$ cat src/sv/ebmlhp_pkg.sv
// ----------------------------------------------------------------------------
// ebmlhp_pkg
// field widths, status codes and result layout of the element header parser
// ----------------------------------------------------------------------------
`default_nettype none

package ebmlhp_pkg;

	localparam int OFFSET_W = 48;
	localparam int ID_W     = 57;
	localparam int SIZE_W   = 56;
	localparam int LEN_W    = 57;
	localparam int STATUS_W = 3;
	localparam int BYTE_W   = 8;

	// input request: data_byte, start_offset, limit_offset
	localparam int IN_W  = BYTE_W + 2 * OFFSET_W;
	localparam int RES_BITS = ID_W + SIZE_W + 2 * OFFSET_W + LEN_W + STATUS_W;
	localparam int OUT_W = ((RES_BITS + 7) / 8) * 8;
	localparam int PAD_W = OUT_W - RES_BITS;

	localparam logic [STATUS_W-1:0] ST_OK           = 3'd0;
	localparam logic [STATUS_W-1:0] ST_ID_LEAD      = 3'd1;
	localparam logic [STATUS_W-1:0] ST_SIZE_LEAD    = 3'd2;
	localparam logic [STATUS_W-1:0] ST_ID_PAST      = 3'd3;
	localparam logic [STATUS_W-1:0] ST_SIZE_PAST    = 3'd4;
	localparam logic [STATUS_W-1:0] ST_PAYLOAD_PAST = 3'd5;
	localparam logic [STATUS_W-1:0] ST_LIMIT_FILE   = 3'd6;

	// element_id in the lowest bits, pad in the highest
	typedef struct packed {
		logic [PAD_W-1:0]    pad;
		logic [STATUS_W-1:0] status;
		logic [LEN_W-1:0]    element_length;
		logic [OFFSET_W-1:0] payload_offset;
		logic [OFFSET_W-1:0] element_offset;
		logic [SIZE_W-1:0]   payload_size;
		logic [ID_W-1:0]     element_id;
	} result_t;

	// count of leading zero bits of a byte, 8 for a zero byte
	function automatic logic [3:0] lead_zeros(input logic [BYTE_W-1:0] b);
		logic [3:0] n;
		logic       hit;
		n = 4'd8;
		hit = 1'b0;
		for (int i = BYTE_W - 1; i >= 0; i--) begin
			if (!hit && b[i]) begin
				n = 4'(BYTE_W - 1 - i);
				hit = 1'b1;
			end
		end
		return n;
	endfunction

endpackage

`default_nettype wire

$ cat src/sv/ebml_element_header_parser.sv
// ----------------------------------------------------------------------------
// ebml_element_header_parser
// decodes ebml element id and payload size from a byte stream
// ----------------------------------------------------------------------------
// One stream byte is taken per cycle. A byte flagged in s_tuser opens a new
// header and brings its start and limit offsets; the id and size vints are
// decoded byte by byte and at most one result leaves per header, either the
// decoded header or an error status; a header cut off by the next flagged
// byte gives none. Each request passes an input register and then the decode
// logic into the output register. A new byte is taken every cycle unless a
// result waits in the output register and the decode stage holds a byte, in
// which case the input side holds until m_tready frees the output register.
// After an error, bytes are dropped until the next flagged byte.
`default_nettype none

module ebml_element_header_parser #(
	parameter int MAX_VINT_BYTES = 8
) (
	input  wire                               clk,
	input  wire                               arst_n,
	input  wire                               cfg_wr_en,
	input  wire [ebmlhp_pkg::OFFSET_W-1:0]    cfg_wr_data,   // file_size_bytes
	input  wire                               s_tvalid,
	output logic                              s_tready,
	// data_byte, start_offset, limit_offset
	input  wire [ebmlhp_pkg::IN_W-1:0]        s_tdata,
	input  wire                               s_tuser,       // header_start
	output logic                              m_tvalid,
	input  wire                               m_tready,
	// element_id, payload_size, element_offset, payload_offset,
	// element_length, status, zero pad
	output logic [ebmlhp_pkg::OUT_W-1:0]      m_tdata
);
	import ebmlhp_pkg::*;

	localparam logic [1:0] PH_IDLE       = 2'd0;
	localparam logic [1:0] PH_ID_REST    = 2'd1;
	localparam logic [1:0] PH_SIZE_FIRST = 2'd2;
	localparam logic [1:0] PH_SIZE_REST  = 2'd3;

	localparam int CUR_W = OFFSET_W + 1;
	localparam int SUM_W = SIZE_W + 2;

	// input register
	logic                vld_s1;
	logic [IN_W-1:0]     data_s1;
	logic                start_s1;

	// parser state
	logic [1:0]          phase_q, phase_d;
	logic [2:0]          brem_q, brem_d;
	logic [ID_W-1:0]     acc_q, acc_d;
	logic [ID_W-1:0]     id_q, id_d;
	logic [OFFSET_W-1:0] hoff_q, hoff_d;
	logic [CUR_W-1:0]    cursor_q, cursor_d;
	logic [OFFSET_W-1:0] limit_q, limit_d;
	logic [OFFSET_W-1:0] file_size_q;

	logic                out_vld_q;
	result_t             out_q;

	logic                adv;
	logic                res_vld;
	result_t             res;

	logic [BYTE_W-1:0]   b;
	logic [OFFSET_W-1:0] soff, loff, hoff_sel, lim_sel;
	logic [3:0]          lz;
	logic                bad_lead;
	logic [BYTE_W-1:0]   masked_b;
	logic [CUR_W-1:0]    cur_inc;
	logic [ID_W-1:0]     acc_shift;
	logic [SIZE_W-1:0]   size_val;
	logic                cur_past;
	logic                pay_past;
	logic [LEN_W-1:0]    elen;

	assign b    = data_s1[BYTE_W-1:0];
	assign soff = data_s1[BYTE_W +: OFFSET_W];
	assign loff = data_s1[BYTE_W + OFFSET_W +: OFFSET_W];

	assign adv      = vld_s1 && (!out_vld_q || m_tready);
	assign s_tready = !vld_s1 || adv;

	assign hoff_sel = start_s1 ? soff : hoff_q;
	assign lim_sel  = start_s1 ? loff : limit_q;
	assign cur_inc  = (start_s1 ? {1'b0, soff} : cursor_q) + CUR_W'(1);

	assign lz       = lead_zeros(b);
	assign bad_lead = (lz >= 4'd8) || ((32'(lz) + 32'd1) > 32'(MAX_VINT_BYTES));
	assign masked_b = BYTE_W'(8'hff >> (lz + 4'd1));
	assign acc_shift = {acc_q[ID_W-BYTE_W-1:0], b};

	// size in hand when the size field closes on this byte
	assign size_val = (phase_q == PH_SIZE_FIRST) ? SIZE_W'(b & masked_b)
		: acc_shift[SIZE_W-1:0];
	assign cur_past = cur_inc > {1'b0, lim_sel};
	assign pay_past = (SUM_W'(cur_inc) + SUM_W'(size_val)) > SUM_W'(lim_sel);
	assign elen     = LEN_W'(cur_inc - {1'b0, hoff_sel}) + LEN_W'(size_val);

	always_comb begin
		phase_d  = phase_q;
		brem_d   = brem_q;
		acc_d    = acc_q;
		id_d     = id_q;
		hoff_d   = hoff_q;
		cursor_d = cursor_q;
		limit_d  = limit_q;
		res_vld  = 1'b0;
		res      = '0;
		res.element_offset = hoff_sel;

		if (adv) begin
			if (start_s1) begin
				hoff_d   = soff;
				limit_d  = loff;
				cursor_d = cur_inc;
				brem_d   = 3'd0;
				phase_d  = PH_IDLE;
				if (file_size_q < loff) begin
					res_vld    = 1'b1;
					res.status = ST_LIMIT_FILE;
				end else if (bad_lead) begin
					res_vld    = 1'b1;
					res.status = ST_ID_LEAD;
				end else begin
					acc_d = ID_W'(b);
					if (lz == 4'd0) begin
						id_d = ID_W'(b);
						if (cur_past) begin
							res_vld    = 1'b1;
							res.status = ST_ID_PAST;
						end else begin
							phase_d = PH_SIZE_FIRST;
						end
					end else begin
						brem_d  = lz[2:0];
						phase_d = PH_ID_REST;
					end
				end
			end else begin
				unique case (phase_q)
					PH_ID_REST, PH_SIZE_REST: begin
						cursor_d = cur_inc;
						acc_d    = acc_shift;
						brem_d   = brem_q - 3'd1;
						if (brem_q == 3'd1) begin
							phase_d = PH_IDLE;
							if (phase_q == PH_ID_REST) begin
								id_d = acc_shift;
								if (cur_past) begin
									res_vld    = 1'b1;
									res.status = ST_ID_PAST;
								end else begin
									phase_d = PH_SIZE_FIRST;
								end
							end else begin
								res_vld = 1'b1;
								if (cur_past) begin
									res.status = ST_SIZE_PAST;
								end else if (pay_past) begin
									res.status = ST_PAYLOAD_PAST;
								end else begin
									res.status         = ST_OK;
									res.element_id     = id_q;
									res.payload_size   = size_val;
									res.payload_offset = cur_inc[OFFSET_W-1:0];
									res.element_length = elen;
								end
							end
						end
					end
					PH_SIZE_FIRST: begin
						cursor_d = cur_inc;
						phase_d  = PH_IDLE;
						if (bad_lead) begin
							res_vld    = 1'b1;
							res.status = ST_SIZE_LEAD;
						end else begin
							acc_d = ID_W'(b & masked_b);
							if (lz == 4'd0) begin
								res_vld = 1'b1;
								if (cur_past) begin
									res.status = ST_SIZE_PAST;
								end else if (pay_past) begin
									res.status = ST_PAYLOAD_PAST;
								end else begin
									res.status         = ST_OK;
									res.element_id     = id_q;
									res.payload_size   = size_val;
									res.payload_offset = cur_inc[OFFSET_W-1:0];
									res.element_length = elen;
								end
							end else begin
								brem_d  = lz[2:0];
								phase_d = PH_SIZE_REST;
							end
						end
					end
					PH_IDLE: begin
						// stray byte, nothing open
						phase_d = PH_IDLE;
					end
					default: begin
						phase_d = PH_IDLE;
					end
				endcase
			end
		end
	end

	always_ff @(posedge clk or negedge arst_n) begin
		if (!arst_n) begin
			vld_s1      <= 1'b0;
			phase_q     <= PH_IDLE;
			brem_q      <= 3'd0;
			file_size_q <= '0;
			out_vld_q   <= 1'b0;
		end else begin
			if (s_tready) begin
				vld_s1 <= s_tvalid;
			end
			phase_q <= phase_d;
			brem_q  <= brem_d;
			if (cfg_wr_en) begin
				file_size_q <= cfg_wr_data;
			end
			if (adv && res_vld) begin
				out_vld_q <= 1'b1;
			end else if (m_tready) begin
				out_vld_q <= 1'b0;
			end
		end
	end

	always_ff @(posedge clk) begin
		if (s_tready && s_tvalid) begin
			data_s1  <= s_tdata;
			start_s1 <= s_tuser;
		end
		acc_q    <= acc_d;
		id_q     <= id_d;
		hoff_q   <= hoff_d;
		cursor_q <= cursor_d;
		limit_q  <= limit_d;
		if (adv && res_vld) begin
			out_q <= res;
		end
	end

	assign m_tvalid = out_vld_q;
	assign m_tdata  = out_q;

endmodule

`default_nettype wire

$ cat config.mk
export PLATFORM = sky130hd
export DESIGN_NAME = ebml_element_header_parser
export DESIGN_NICKNAME = d
export VERILOG_FILES = /design/src/sv/ebmlhp_pkg.sv /design/src/sv/ebml_element_header_parser.sv
export SDC_FILE = /design/constraint.sdc
export NUM_CORES = 1
export LEC_CHECK = 0
export BUFFER_PORTS_ARGS = -buffer_cell sky130_fd_sc_hd__buf_2
export CAP_MARGIN = 40
export CORE_MARGIN = 1.5
export CORE_UTILIZATION = 55
export CTS_BUF_LIST = sky130_fd_sc_hd__clkbuf_16
export DETAILED_ROUTE_END_ITERATION = 10
export PLACE_DENSITY = 0.76
export SLEW_MARGIN = 10
export SYNTH_ARGS = -nofsm -noshare
export SYNTH_HDL_FRONTEND = slang
export SYNTH_SLANG_ARGS = --single-unit
$ cat constraint.sdc
create_clock -name clk -period 13.9 [get_ports clk]
set_input_delay 1.39 -clock clk [delete_from_list [all_inputs] [get_ports clk]]
set_output_delay 1.39 -clock clk [all_outputs]
set_load 0.01 [all_outputs]
==> results.json, run 1 <==
{
  "status": "finished, final reports clean",
  "worstRegToRegCells": 34,
  "ant_nets": 0,
  "grt_pass1_vias": 27298,
  "crit_required_ps": 14370,
  "port_buffers": 428,
  "power.total_mw": 9.32,
  "min-delay-start": "file_size_q[0]$_DFFE_PN0P_",
  "ir_worst_vdd_v": 0.000126,
  "clock_sinks": 680,
  "dp_cells": 4632,
  "numCtsBuffers": 74,
  "dpl.hpwl_microns": 82800,
  "synth-seq-cells": 680,
  "netlist_area_sq_um": 38500,
  "clock.fmax_ghz": 0.0987,
  "max_stage_delay_ps": 570,
  "yosys-top-cells-count": "625 x edfxtp_1, 303 x ha_1, 233 x a21oi_1",
  "grt_overflow": 0,
  "fin_skew_ps": 24.2,
  "critPathSlowestCell": "a21boi_0",
  "postCtsHoldBufs": 0,
  "grt_pass1_wl_microns": 162000,
  "antenna_found_initial": 5,
  "dr.pass1.iters": 5,
  "power-per-cell-area_nw_per_um2": 210,
  "r2r_end": "m_tdata[35]$_SDFFCE_PP0P_",
  "synth-seq-area-share_pct": 52.3,
  "cts_tree": "yes",
  "vias": 27934,
  "ios": 432,
  "drtIter0Drc": 2602,
  "netlist.area_leader.share_pct": 48.7,
  "synth_edf_count": 625,
  "die_width_microns": 268,
  "p_leak_nw": 18.8,
  "die_h_microns": 268,
  "htreeDepth": 3,
  "cts_root_buf": "clkbuf_16",
  "drt-total-wl_microns": 109000,
  "synth_cell_types": 88,
  "netlist_instances": 3336,
  "yosys.area.top_type": "edfxtp_1",
  "synthMostInstantiatedCell": "edfxtp_1",
  "die-area_sq_um": 71600,
  "netlist_top_cells_area": "edfxtp_1 49%, ha_1 9.8%, dfrtp_1 3.6%",
  "coreArea_sq_um": 68900,
  "wl_per_cell_microns": 22.8,
  "yosysWarnings": 0,
  "critical_path_arrival_ps": 10600,
  "rr_startpoint": "data_s1[4]$_DFFE_PP_",
  "r2r_setup_slack_ps": 3770,
  "clkTransAtPathRegs_ps": 60,
  "hold_viol": 0,
  "placed_area_sq_um": 41800,
  "tns_ps": 0,
  "grt_setup_unrepaired": "no",
  "cp_max_fo": 47,
  "async_reset_ff_share_pct": 8.09,
  "nets": 4243,
  "synth_top_flop_cell": "edfxtp_1",
  "rows": 96,
  "fin_area_sq_um": 44300,
  "fin_cells": 4770,
  "grt_max_degree": 140,
  "hp-class": "reg -> reg",
  "fin_crit_ps": 10130,
  "worstSetupPathType": "reg -> reg",
  "relSlewSlack_pct": 42.3,
  "maxSlewViolCount": 0,
  "min_to": "file_size_q[0]$_DFFE_PN0P_",
  "setup_viol_count_final": 0,
  "drive_gt1_share_pct": 17.2,
  "min_path_cells": 1,
  "ctsLongestPathBuffers": 3,
  "nFillCells": 5406,
  "cts_resized": 0,
  "period_share_pct": 72.9,
  "maxCapViolCount": 0,
  "area_delta_synth_final_pct": 15.1,
  "worst_slew_pin_slew_ps": 858,
  "worstSetupEndpointType": "register",
  "final_util_pct": 64.3,
  "place_congestion": 0.973,
  "grt_usage_pct": 30.1,
  "start_util_pct": 55.8,
  "cp-start-kind": "register",
  "post-cts-setup-buffers": 0,
  "viasPerCell": 5.86,
  "drc": 0,
  "syn_area_per_cell_sq_um": 11.5,
  "clkLatencyLatePin_ps": 620
}
==> flip-flops by register name, indices dropped and copies added, names as in the netlist <==
| signal | cells |
|---|---|
| vld_s1 | 1 |
| m_tdata | 269 |
| data_s1 | 104 |
| start_s1 | 1 |
| id_q | 57 |
| acc_q | 49 |
| phase_q | 2 |
| file_size_q | 48 |
| limit_q | 48 |
| brem_q | 3 |
| cursor_q | 49 |
| m_tvalid | 1 |
| hoff_q | 48 |
==> final cells by class <==
| class | instances | area [sq um] | share of cell area [%] |
|---|---|---|---|
| sequential | 680 | 20100 | 45.5 |
| multi-input combinational | 2357 | 17200 | 38.8 |
| timing repair buffer | 471 | 2640 | 5.96 |
| clock buffer | 77 | 1930 | 4.35 |
| tap | 931 | 1160 | 2.63 |
| inverter | 195 | 742 | 1.67 |
| clock inverter | 57 | 490 | 1.11 |
| antenna | 2 | 5.00 | 0.0113 |
==> per-layer routing <==
layer  track usage [%]  up-vias  wire (microns)  share of wire (%)
met3              3.68      226            5840                5.4
met2              52.5      983           54200                 50
li1                  -    13191               -                  -
met1              38.3    13532           44300                 41
met4              11.4        2            4450                4.1
met5                 0        -              13              0.012
==> critical path: cells and delay by family (launching register included) <==
family	cells	cell delay, ps
AOI/OAI and AO/OA	15	3820
xor gates and xnor gates	2	320
adders and majority gates	3	870
DFF	1	460
and+or+nand+nor	11	3460
buffers and inverters	3	910
==> kinds of logic after synthesis <==
family,share of synthesized area (%)
DFF,52.3
other,0.00974
AOI/OAI and AO/OA,12.0
muxes,4.76
adders and majority gates,10.0
and+or+nand+nor,13.3
buffers and inverters,3.19
xor gates and xnor gates,4.46
==> metrics by stage <==
step	hold slack, ps	setup WS (ps)
global route	518	2940
floorplan	472	1970
finish	498	3770
global placement	488	3540
detailed placement	488	3810
CTS	502	3770
==> power breakdown <==
group          total, mW  internal [mW]  switching [mW]  leakage [nW]
sequential          2.88           2.70           0.185          6.63
clock               1.97           1.15           0.817          1.23
combinational       4.47           1.70            2.77          10.9
==> placed cells by master (no fill, tap or decap), drive strengths merged, types with 87 or more instances in the layout <==
cell      n
o21ai   124
nor2b    87
edfxtp  625
and2    209
buf     469
nand2   160
mux2i   127
a21o    112
ha      303
a21oi   234
xnor2   115
inv     215
nor2    169
==> worst max path at each step <==
stage                              start                        end  cells past startpoint
finish              data_s1[4]$_DFFE_PP_  m_tdata[35]$_SDFFCE_PP0P_                     34
floorplan             start_s1$_DFFE_PP_   m_tdata[0]$_SDFFCE_PP0P_                     32
global route        data_s1[4]$_DFFE_PP_  m_tdata[35]$_SDFFCE_PP0P_                     34
detailed placement    start_s1$_DFFE_PP_  m_tdata[35]$_SDFFCE_PP0P_                     34
global placement    data_s1[4]$_DFFE_PP_  m_tdata[23]$_SDFFCE_PP0P_                     33
CTS                   start_s1$_DFFE_PP_  m_tdata[35]$_SDFFCE_PP0P_                     35
(Power assumes the default switching activity.)
==> run 2, diff against run 1 <==
--- a/config.mk
+++ b/config.mk
@@ -8,10 +8,10 @@
 export BUFFER_PORTS_ARGS = -buffer_cell sky130_fd_sc_hd__buf_2
 export CAP_MARGIN = 40
 export CORE_MARGIN = 1.5
-export CORE_UTILIZATION = 55
+export CORE_UTILIZATION = 54
 export CTS_BUF_LIST = sky130_fd_sc_hd__clkbuf_16
 export DETAILED_ROUTE_END_ITERATION = 10
-export PLACE_DENSITY = 0.76
+export PLACE_DENSITY = 0.77
 export SLEW_MARGIN = 10
 export SYNTH_ARGS = -nofsm -noshare
 export SYNTH_HDL_FRONTEND = slang
==> constraint.sdc (replaced) <==
create_clock -name clk -period 8.18 [get_ports clk]
set_input_delay 0.818 -clock clk [delete_from_list [all_inputs] [get_ports clk]]
set_output_delay 0.818 -clock clk [all_outputs]
set_load 0.01 [all_outputs]
==> run 2 against run 1 <==
  * Flip-flop and latch count did not move
  * Utilization up 0.98 points
  * First-iteration DRC count down 13%
  * Die area rose by 1.8%
  * Final area grew 3.5%
==> results.json, run 2 (synthesized netlist as in run 1, its figures left out) <==
{
  "ctsLongestPathBuffers": 3,
  "fin_crit_ps": 7920,
  "die-area_sq_um": 72900,
  "cts_root_buf": "clkbuf_16",
  "internal_power_mw": 9.65,
  "hold_viol": 0,
  "drc": 0,
  "worstSetupPathType": "reg -> reg",
  "grt_pass1_wl_microns": 169000,
  "status": "finished, final reports clean",
  "port_buffers": 428,
  "max_stage_delay_ps": 520,
  "crit_buf_inv": 6,
  "final_cell_mix": "625 x edfxtp_1, 428 x buf_2, 296 x ha_1, 218 x a21oi_1",
  "numCtsBuffers": 75,
  "power.share.clock_pct": 20.6,
  "dpl.hpwl_microns": 86100,
  "die_h_microns": 270,
  "crit_family": "compound AO/OA/AOI/OAI gates",
  "fin_cells": 4905,
  "vias": 28687,
  "p_leak_nw": 19.5,
  "hp-class": "in -> reg",
  "hold_ws_ps": 357,
  "drive_gt1_share_pct": 21.7,
  "globalRouteMet1Util_pct": 38.7,
  "ant_nets": 0,
  "area_delta_synth_final_pct": 19.1,
  "cp-start-kind": "register",
  "clkTransAtPathRegs_ps": 60,
  "grtUsageMet2_pct": 51.8,
  "start_util_pct": 54.8,
  "ios": 432,
  "cp_max_fo": 20,
  "ir_worst_vdd_v": 0.000215,
  "drt-total-wl_microns": 114000,
  "coreArea_sq_um": 70300,
  "r2r_setup_slack_ps": 260,
  "worstSetupEndpointType": "register",
  "worst_path_most_repeated_cell": "nor2_1",
  "worst_slew_pin_slew_ps": 896,
  "mostFrequentLayoutCell": "edfxtp_1",
  "dp_cells": 4746,
  "grt_pass1_vias": 28102,
  "die_width_microns": 270,
  "setup_viol_count_final": 0,
  "critical_path_arrival_ps": 8300,
  "use_met3_pct": 4.27,
  "clock.fmax_ghz": 0.126,
  "viasPerCell": 5.85,
  "place_congestion": 1.01,
  "switching_share_pct": 40.9,
  "nets": 4366,
  "antenna_found_initial": 2,
  "setup_ws_ps": 257,
  "maxCapViolCount": 0,
  "htreeDepth": 3,
  "drtIter0Drc": 2253,
  "power-per-cell-area_nw_per_um2": 356,
  "wl_per_cell_microns": 23.2,
  "clkLatencyLatePin_ps": 640,
  "postCtsHoldBufs": 0,
  "cts_tree": "yes",
  "combPwrFrac_pct": 49.6,
  "grt.busiest_layer": "met2",
  "rows": 97,
  "period_share_pct": 96.9,
  "switchingPower_mw": 6.68,
  "clock_sinks": 680,
  "crit_required_ps": 8560,
  "tns_ps": 0,
  "relSlewSlack_pct": 40.0,
  "grt_overflow": 0,
  "critPathSlowestCell": "nor3_1",
  "dp_slack_ps": -203,
  "dr.pass1.iters": 6,
  "seqPwrFrac_pct": 29.9,
  "fin_skew_ps": 29.8,
  "maxSlewViolCount": 0,
  "largest_reg_flops": 269,
  "grt_max_degree": 70,
  "grt_usage_pct": 30.6
}
==> run 2: path summary, 6_finish.rpt <==
kind	end	cells past startpoint	startpoint
hold / removal	data_s1[12]$_DFFE_PP_	1	s_tdata[12]
hold reg to reg	file_size_q[46]$_DFFE_PN0P_	1	file_size_q[46]$_DFFE_PN0P_
setup / recovery	m_tdata[95]$_SDFFCE_PP0P_	35	data_s1[4]$_DFFE_PP_
min in group asynchronous	file_size_q[11]$_DFFE_PN0P_	2	arst_n
setup reg to reg	m_tdata[95]$_SDFFCE_PP0P_	35	data_s1[4]$_DFFE_PP_
max in group asynchronous	file_size_q[46]$_DFFE_PN0P_	2	arst_n
==> run 2: layer usage <==
metal	share of wire, %	wire length, microns	vias up
met4	5.1	5860	2
li1	-	-	13451
met2	49	55500	1165
met3	6.3	7190	263
met5	0.018	20	-
met1	40	45400	13806
==> run 2: through the flow <==
step	cell area (sq um)	power, mW	util, %
after floorplan	38700	10.2	-
after global placement	42700	12.6	60.8
after detailed placement	42800	12.7	61.0
after CTS	45400	16.1	64.5
after global routing	45800	17.3	65.2
final	45800	16.3	65.2
==> run 2: cell type report <==
class	count	area, sq um
Antenna cell	2	5.00
Clock buffer	76	1900
Clock inverter	62	529
Fill cell	5415	24400
Inverter	195	738
Multi-Input combinational cell	2357	17600
Sequential cell	680	20100
Tap cell	940	1180
Timing Repair Buffer	593	3760
==> run 2: power by group through the flow <==
stage               clock network (mW)  logic [mW]  registers, mW
global route                      3.54        8.80           4.93
CTS                               3.40        7.82           4.88
finish                            3.36        8.09           4.88
detailed placement                   0        7.73           4.94
floorplan                            0        5.21           5.03
global placement                     0        7.68           4.94
==> run 2: what timing repair did <==
action / 4_1_cts / 5_1_grt
cloned: 1 / 3
setup endpoints to repair: 191 / 213
pin swaps: 1 / 24
buffers inserted: 1 / 14
resized for setup: 10 / 73
